## src/design/alm_pkg.sv

```systemverilog
// Shared widths, operation codes, status codes and controller command types.
package alm_pkg;

    // Default sizing of the slot table and of one stored entry.
    localparam int CAPACITY_DEF   = 64;
    localparam int DATA_WIDTH_DEF = 64;

    // Fixed payload field widths.
    localparam int OPCODE_W = 3;
    localparam int SLOT_W   = 7;
    localparam int ORD_W    = 6;
    localparam int KEY_W    = 32;
    localparam int CNT_W    = 31;
    localparam int STATUS_W = 3;

    // Operation codes.
    localparam logic [OPCODE_W-1:0] OP_INS_AFTER   = 3'd0;
    localparam logic [OPCODE_W-1:0] OP_INS_BEFORE  = 3'd1;
    localparam logic [OPCODE_W-1:0] OP_PUSH        = 3'd2;
    localparam logic [OPCODE_W-1:0] OP_POP         = 3'd3;
    localparam logic [OPCODE_W-1:0] OP_REMOVE      = 3'd4;
    localparam logic [OPCODE_W-1:0] OP_ORD_TO_SLOT = 3'd5;
    localparam logic [OPCODE_W-1:0] OP_SLOT_TO_ORD = 3'd6;

    // Result status codes.
    localparam logic [STATUS_W-1:0] ST_OK        = 3'd0;
    localparam logic [STATUS_W-1:0] ST_NO_AFTER  = 3'd1;
    localparam logic [STATUS_W-1:0] ST_NO_BEFORE = 3'd2;
    localparam logic [STATUS_W-1:0] ST_FULL      = 3'd3;
    localparam logic [STATUS_W-1:0] ST_NOT_FOUND = 3'd4;

    // Datapath commands issued by the controller.
    typedef logic [3:0] t_cmd_code;
    localparam t_cmd_code CMD_NOP       = 4'd0;
    localparam t_cmd_code CMD_CLEAR     = 4'd1;
    localparam t_cmd_code CMD_LOAD      = 4'd2;
    localparam t_cmd_code CMD_READ      = 4'd3;
    localparam t_cmd_code CMD_INS_CAP   = 4'd4;
    localparam t_cmd_code CMD_INS_W1    = 4'd5;
    localparam t_cmd_code CMD_INS_W2    = 4'd6;
    localparam t_cmd_code CMD_REM_CAP   = 4'd7;
    localparam t_cmd_code CMD_REM_W1    = 4'd8;
    localparam t_cmd_code CMD_REM_W2    = 4'd9;
    localparam t_cmd_code CMD_WALK_INIT = 4'd10;
    localparam t_cmd_code CMD_WALK_RD   = 4'd11;
    localparam t_cmd_code CMD_WALK_ADV  = 4'd12;
    localparam t_cmd_code CMD_DATA_RD   = 4'd13;
    localparam t_cmd_code CMD_DATA_CAP  = 4'd14;
    localparam t_cmd_code CMD_FINISH    = 4'd15;

    typedef struct packed {
        t_cmd_code             code;
        logic [STATUS_W-1:0]   status;
    } t_cmd;

    // Status returned by the datapath to the controller.
    typedef struct packed {
        logic                  taken;
        logic                  clr_done;
        logic [OPCODE_W-1:0]   opcode;
        logic                  anchor_ok;
        logic                  full;
        logic                  target_live;
        logic                  walk_done;
        logic                  found;
        logic                  out_busy;
    } t_stat;

endpackage

```

## src/design/alm_ctrl.sv

```systemverilog
// Controller state machine that sequences each operation over the datapath.
module alm_ctrl (
    input  logic           i_clk,
    input  logic           i_rst_n,
    input  alm_pkg::t_stat i_stat,
    output alm_pkg::t_cmd  o_cmd
);
    import alm_pkg::*;

    localparam logic [3:0] S_CLR   = 4'd0;
    localparam logic [3:0] S_IDLE  = 4'd1;
    localparam logic [3:0] S_DISP  = 4'd2;
    localparam logic [3:0] S_CHK   = 4'd3;
    localparam logic [3:0] S_IW1   = 4'd4;
    localparam logic [3:0] S_IW2   = 4'd5;
    localparam logic [3:0] S_RW1   = 4'd6;
    localparam logic [3:0] S_RW2   = 4'd7;
    localparam logic [3:0] S_WINIT = 4'd8;
    localparam logic [3:0] S_WCHK  = 4'd9;
    localparam logic [3:0] S_WADV  = 4'd10;
    localparam logic [3:0] S_DCAP  = 4'd11;
    localparam logic [3:0] S_FIN   = 4'd12;

    logic [3:0]          r_state, n_state;
    logic [STATUS_W-1:0] r_fst, n_fst;
    t_cmd_code           cmd_code;

    // Next state, command and final status selection.
    always_comb begin
        n_state  = r_state;
        n_fst    = r_fst;
        cmd_code = CMD_NOP;
        unique case (r_state)
            S_CLR: begin
                cmd_code = CMD_CLEAR;
                if (i_stat.clr_done) begin
                    n_state = S_IDLE;
                end
            end
            S_IDLE: begin
                cmd_code = CMD_LOAD;
                if (i_stat.taken) begin
                    n_state = S_DISP;
                end
            end
            S_DISP: begin
                cmd_code = CMD_READ;
                n_state  = S_CHK;
                case (i_stat.opcode) inside
                    OP_ORD_TO_SLOT: n_state = S_WINIT;
                    OP_INS_AFTER, OP_INS_BEFORE, OP_PUSH, OP_POP, OP_REMOVE,
                    OP_SLOT_TO_ORD: n_state = S_CHK;
                    default: begin
                        n_fst   = ST_NOT_FOUND;
                        n_state = S_FIN;
                    end
                endcase
            end
            S_CHK: begin
                case (i_stat.opcode) inside
                    OP_INS_AFTER, OP_INS_BEFORE, OP_PUSH: begin
                        if (!i_stat.anchor_ok) begin
                            n_fst   = (i_stat.opcode == OP_INS_BEFORE) ? ST_NO_BEFORE
                                                                         : ST_NO_AFTER;
                            n_state = S_FIN;
                        end else if (i_stat.full) begin
                            n_fst   = ST_FULL;
                            n_state = S_FIN;
                        end else begin
                            cmd_code = CMD_INS_CAP;
                            n_state  = S_IW1;
                        end
                    end
                    OP_POP, OP_REMOVE: begin
                        if (!i_stat.target_live) begin
                            n_fst   = ST_NOT_FOUND;
                            n_state = S_FIN;
                        end else begin
                            cmd_code = CMD_REM_CAP;
                            n_state  = S_RW1;
                        end
                    end
                    default: begin
                        if (!i_stat.target_live) begin
                            n_fst   = ST_NOT_FOUND;
                            n_state = S_FIN;
                        end else begin
                            cmd_code = CMD_WALK_INIT;
                            n_state  = S_WCHK;
                        end
                    end
                endcase
            end
            S_IW1: begin
                cmd_code = CMD_INS_W1;
                n_state  = S_IW2;
            end
            S_IW2: begin
                cmd_code = CMD_INS_W2;
                n_fst    = ST_OK;
                n_state  = S_FIN;
            end
            S_RW1: begin
                cmd_code = CMD_REM_W1;
                n_state  = S_RW2;
            end
            S_RW2: begin
                cmd_code = CMD_REM_W2;
                n_fst    = ST_OK;
                n_state  = S_FIN;
            end
            S_WINIT: begin
                cmd_code = CMD_WALK_INIT;
                n_state  = S_WCHK;
            end
            S_WCHK: begin
                if (i_stat.walk_done) begin
                    if (i_stat.found) begin
                        cmd_code = CMD_DATA_RD;
                        n_fst    = ST_OK;
                        n_state  = S_DCAP;
                    end else begin
                        n_fst   = ST_NOT_FOUND;
                        n_state = S_FIN;
                    end
                end else begin
                    cmd_code = CMD_WALK_RD;
                    n_state  = S_WADV;
                end
            end
            S_WADV: begin
                cmd_code = CMD_WALK_ADV;
                n_state  = S_WCHK;
            end
            S_DCAP: begin
                cmd_code = CMD_DATA_CAP;
                n_state  = S_FIN;
            end
            S_FIN: begin
                cmd_code = CMD_FINISH;
                if (!i_stat.out_busy) begin
                    n_state = S_IDLE;
                end
            end
            default: begin
                n_state = S_IDLE;
            end
        endcase
    end

    // State and final status registers.
    always_ff @(posedge i_clk) begin
        if (!i_rst_n) begin
            r_state <= S_CLR;
        end else begin
            r_state <= n_state;
        end
        r_fst <= n_fst;
    end

    assign o_cmd.code   = cmd_code;
    assign o_cmd.status = r_fst;

`ifndef SYNTHESIS
    // No request is taken while the link table is being initialised.
    a_no_take_in_clear: assert property (@(posedge i_clk) disable iff (!i_rst_n)
        (r_state == S_CLR) |-> !i_stat.taken)
        else $error("request taken during table initialisation");

    // A request is only ever taken while the controller is idle.
    a_take_when_idle: assert property (@(posedge i_clk) disable iff (!i_rst_n)
        i_stat.taken |-> (r_state == S_IDLE))
        else $error("request taken outside the idle state");

    // The state register only ever holds a defined state.
    a_state_legal: assert property (@(posedge i_clk) disable iff (!i_rst_n)
        r_state <= S_FIN)
        else $error("controller in an undefined state");
`endif
endmodule

```

## config.mk

```make
export PLATFORM = sky130hd
export DESIGN_NAME = alm_ctrl
export DESIGN_NICKNAME = d
export VERILOG_FILES = /design/src/design/alm_pkg.sv /design/src/design/alm_ctrl.sv
export SDC_FILE = /design/constraint.sdc
export NUM_CORES = 1
export LEC_CHECK = 0
export BUFFER_PORTS_ARGS = -buffer_cell sky130_fd_sc_hd__buf_2
export CELL_PAD_IN_SITES_DETAIL_PLACEMENT = 0
export CELL_PAD_IN_SITES_GLOBAL_PLACEMENT = 1
export CORE_UTILIZATION = 37
export CTS_CLUSTER_DIAMETER = 30
export DETAILED_ROUTE_END_ITERATION = 16
export PLACE_DENSITY_LB_ADDON = 0.15
export SYNTH_ARGS = -nofsm -noshare
export SYNTH_HDL_FRONTEND = slang
export SYNTH_SLANG_ARGS = --single-unit
```

## constraint.sdc

```tcl
create_clock -name i_clk -period 1.6 [get_ports i_clk]
set_input_delay 0.08 -clock i_clk [delete_from_list [all_inputs] [get_ports i_clk]]
set_output_delay 0.08 -clock i_clk [all_outputs]
set_load 0.01 [all_outputs]
```

### After elaboration in Yosys (flattened, before gate mapping)

Cells that the tools add are included.

* logic and storage cells: 72
* register bits after elaboration: 7
* output and inout bits: 7

* muxes and demuxes: 33
* equality and inequality tests: 26
* reductions and logical operators: 11

Operators with widths (number)
* $mux W4: 17
* $pmux W4 S13: 1
* $pmux W4 S10: 1
* $mux W3: 12
* $eq A4 B4 Y1 const B: 5
* $eq A4 B3 Y1 const B: 4
* $ne A2 B2 Y1 const B: 6
* $pmux W3 S4: 1
* $eq A3 B3 Y1 const B: 3
* $eq A4 B2 Y1 const B: 2
* $eq A3 B2 Y1 const B: 2
* $reduce_and A6 Y1: 1
* $reduce_or A2 Y1: 3
* $reduce_or A3 Y1: 2
* $reduce_or A6 Y1: 1
* $eq A4 B1 Y1 const B: 1
* $logic_not A4 Y1: 1
* $ne A4 B4 Y1 const B: 1
* $reduce_bool A4 Y1: 1
* $eq A3 B1 Y1 const B: 1
* $logic_not A3 Y1: 1
* $ne A3 B3 Y1 const B: 1
* $reduce_and A3 Y1: 1
* $mux W2: 1

### Logic depth before layout (Yosys ltp)

* depth after elaboration: 5
* mapped depth: 6
* gate-level depth less buffers: 4

### Worst setup path after synthesis

Ideal clock, no wire load.

* kind: register to register
* from: register r_state[0]
* to: register r_fst[0], enable pin
* cell stages (with the launch flop): 7
* setup slack: 0.166 ns
* buffers on the path: 2
* setup time: 0.327 ns
* arrival time: 1.107 ns
* cells stage by stage: dfxtp_1 buf_4 buf_2 nand3b_1 mux2i_1 nand2_1 a21oi_1

* cells in the longest elaborated chain, start to end: 4
* elaborated cells between the ends (all ways): 13
* classes of those cells: eq/ne: 10; reduce/logical: 3

RTL lines
* start: declaration: line alm_ctrl.sv:24 `logic [3:0] r_state, n_state;`
* start signal: assignment: line alm_ctrl.sv:156 `r_state <= n_state;`
* $eq A4 B3 Y1: line alm_ctrl.sv:33 `unique case (r_state)`
* $reduce_or A2 Y1 (no line)
* $reduce_bool A4 Y1 (no line)
* $reduce_and A6 Y1 (no line) (*)
* end signal: assignment: line alm_ctrl.sv:158 `r_fst <= n_fst;`
* end: declaration: line alm_ctrl.sv:25 `logic [STATUS_W-1:0] r_fst, n_fst;`

Every way passes the cells marked *; elsewhere a longest branch is shown, timed or not.
A chain may end at the register's enable or synchronous reset.

==> flow_metrics.py <==
metrics = {
    "floorplanning": {
        "start_util_pct": 39.5,
        "coreArea_um2": 1980,
        "dieArea_um2": 2300,
        "die_height_um": 48.0,
        "row_count": 16,
        "die_w_um": 48.0,
        "io_pins": 20,
    },
    "critical_path": {
        "worstPathMaxFanout": 13,
        "r2r_slack_ps": 210,
        "crit_family": "flip-flops",
        "path_buf_inv": 1,
        "cp_data_required_time_ps": 1520,
        "cpMaxStageDelayCell": "dfxtp_4",
        "slowest_delay_ps": 380,
        "arrival_ps": 1440,
        "crit_path_cell_trace": "and2_1 -> nand2_1 -> a21oi_1 -> a221o_1 -> buf_2",
        "cp-end-kind": "output pin",
        "start_kind": "register",
        "worstSetupPathType": "reg -> out",
    },
    "timing": {
        "fmax_mhz": 659,
        "setup_viol": 0,
        "rsz0062_at_grt": "yes",
        "fin_worst_skew_ps": 5.77,
        "max_slew_margin_pct": 74.9,
        "min_period_ps": 1520,
        "layout_setup_ws_ps": 83.2,
        "period_share_pct": 94.8,
        "final-max-slew-violation-count": 0,
        "max_slew.worst_pin.slew_ps": 375,
        "hold_viol_final": 0,
    },
    "place": {
        "placed_cell_area_um2": 940,
        "dp.cells": 149,
        "io_buffers": 19,
        "place.gp.congestion": 0.828,
        "hpwl_mm": 1.67,
        "preCtsSetupSlack_ps": 57.8,
    },
    "synthesis": {
        "synth_nets": 113,
        "async_reset_ff_share_pct": 0,
        "synthTopCellsByArea": "edfxtp_1 (12%), dfxtp_1 (10%), a21oi_1 (5.8%), nor2_1 (4.8%), a221oi_2 (3.8%)",
        "ys_ff_latch": 7,
        "synth_edf_count": 3,
        "yosys.area.top_type": "edfxtp_1",
        "avgSynthCellArea_um2": 7.83,
        "synthFlopType": "dfxtp_1",
        "ys_seq_area_share_pct": 21.7,
        "synth_top_area_share_pct": 11.5,
        "syn_inst": 100,
        "synth_cell_types": 44,
        "yosys_warnings": 0,
        "synth_area_um2": 783,
    },
    "power_and_ir_drop": {
        "power_per_cell_area_nw_per_um2": 823,
        "combPwrFrac_pct": 49.5,
        "seqPwrFrac_pct": 31.6,
        "finalPower_uw": 815,
        "switchingPower_uw": 311,
        "ir_drop_uv": 437,
        "p_leak_nw": 0.406,
        "power_frac_clock_pct": 18.9,
        "swShare_pct": 38.1,
        "cell_internal_pwr_uw": 505,
    },
    "cts": {
        "numCtsBuffers": 3,
        "cts_tree": "done",
        "cts.sinks": 7,
        "postCtsSetupBuffers": 0,
        "cts_buffer_depth": 2,
        "clk_pin_slew_ps": 50,
        "cts_hold_buffers": 0,
        "root_buffer": "clkbuf_4",
        "htreeDepth": 1,
        "clk_latency_ps": 250,
    },
    "routing": {
        "wirelength_mm": 2.13,
        "vias": 868,
        "drt_iter0_markers": 27,
        "dr.pass1.iters": 6,
        "wl_per_cell_um": 13.9,
        "antenna_left": 0,
        "drc_errors": 0,
        "via_per_inst": 5.67,
    },
    "finish": {
        "area_growth_pct": 26.5,
        "stdcell_area_um2": 991,
        "final_common_cell": "buf_2",
        "antennaDiodeCount": 0,
        "utilization_pct": 50.0,
        "final_cell_mix": "buf_2 (19), buf_4 (12), nor2_1 (10)",
        "finalNonFillerCells": 153,
        "layout-drive-gt1-share_pct": 38.9,
        "finalNetCount": 140,
    },
    "global_route": {
        "grt_pass1_vias": 741,
        "grt_max_degree": 14,
        "grt_usage_pct": 21.5,
        "grt_first_pass_wirelength_mm": 3.37,
        "antenna_found_initial": 0,
        "grt_overflow": 0,
    },
    "min_path": {
        "hp-class": "in -> reg",
    },
    "outcome": {
        "status": "complete, no violations",
    },
    "job": {
        "cap_violations": 0,
    },
}
## power by group through the flow
stage	Combinational [mW]	Sequential, mW	Clock [mW]
global route	0.445	0.263	0.169
detailed placement	0.395	0.254	0
CTS	0.397	0.254	0.156
floorplan	0.295	0.213	0
finish	0.404	0.257	0.154
global placement	0.398	0.252	0
## cell families after synthesis
group / count (synthesis) / share of synthesized area (%)
and+or+nand+nor: 41 / 29.9
buffers and inverters: 14 / 10.4
DFF: 7 / 21.7
muxes: 2 / 2.56
AOI/OAI and AO/OA: 36 / 35.5
## state kept, by name, indices dropped and copies added (netlist names)
signal   count
r_fst        3
r_state      4
## cell usage after synthesis (2+ instances only)
library cell  instances
a211oi_1              2
a21oi_1               9
a221oi_2              2
buf_2                 5
buf_4                 2
buf_6                 2
dfxtp_1               4
edfxtp_1              3
inv_1                 4
mux2i_1               2
nand2_1               7
nand2b_1              3
nand3b_1              3
nand4_1               4
nor2_1               10
nor2b_1               3
nor3_1                3
o211ai_1              2
o21a_1                2
o21ai_0               4
## per-layer routing
layer | global-route usage, % | vias up | wire [µm]
li1 | - | 428 | -
met1 | 31.3 | 407 | 1010
met2 | 31.1 | 29 | 987
met3 | 1.13 | 4 | 87
met4 | 11.7 | 0 | 49
met5 | 0 | - | 0
## final timing paths
kind                            startpoint  depth (start not counted)          to
worst max-delay path            r_state[1]                          5    o_cmd[5]
worst max register to register  r_state[1]                          4    r_fst[1]
worst min-delay path               i_rst_n                          2  r_state[2]
worst min register to register  r_state[1]                          3  r_state[0]
## through the flow
stage	TNS, ps	hold slack (ps)
after CTS	0	103
after global placement	0	352
final	0	93.9
after floorplan	0	198
after detailed placement	0	361
after global routing	-16.0	101
## what timing repair did
item / 4_1_cts / 5_1_grt
resized for setup: 4 / 5
setup endpoints to repair: 4 / 4
pin swaps: 0 / 0
gates cloned: 0 / 0
## area by class of cell
class / count / area, µm²
clock buffers: 4 / 26.3
fillers: 201 / 991
inverters: 5 / 18.8
multi-input cells: 79 / 544
flip-flops and latches: 7 / 183
well taps: 27 / 33.8
repair buffers: 31 / 185
(Power assumes the default switching activity.)
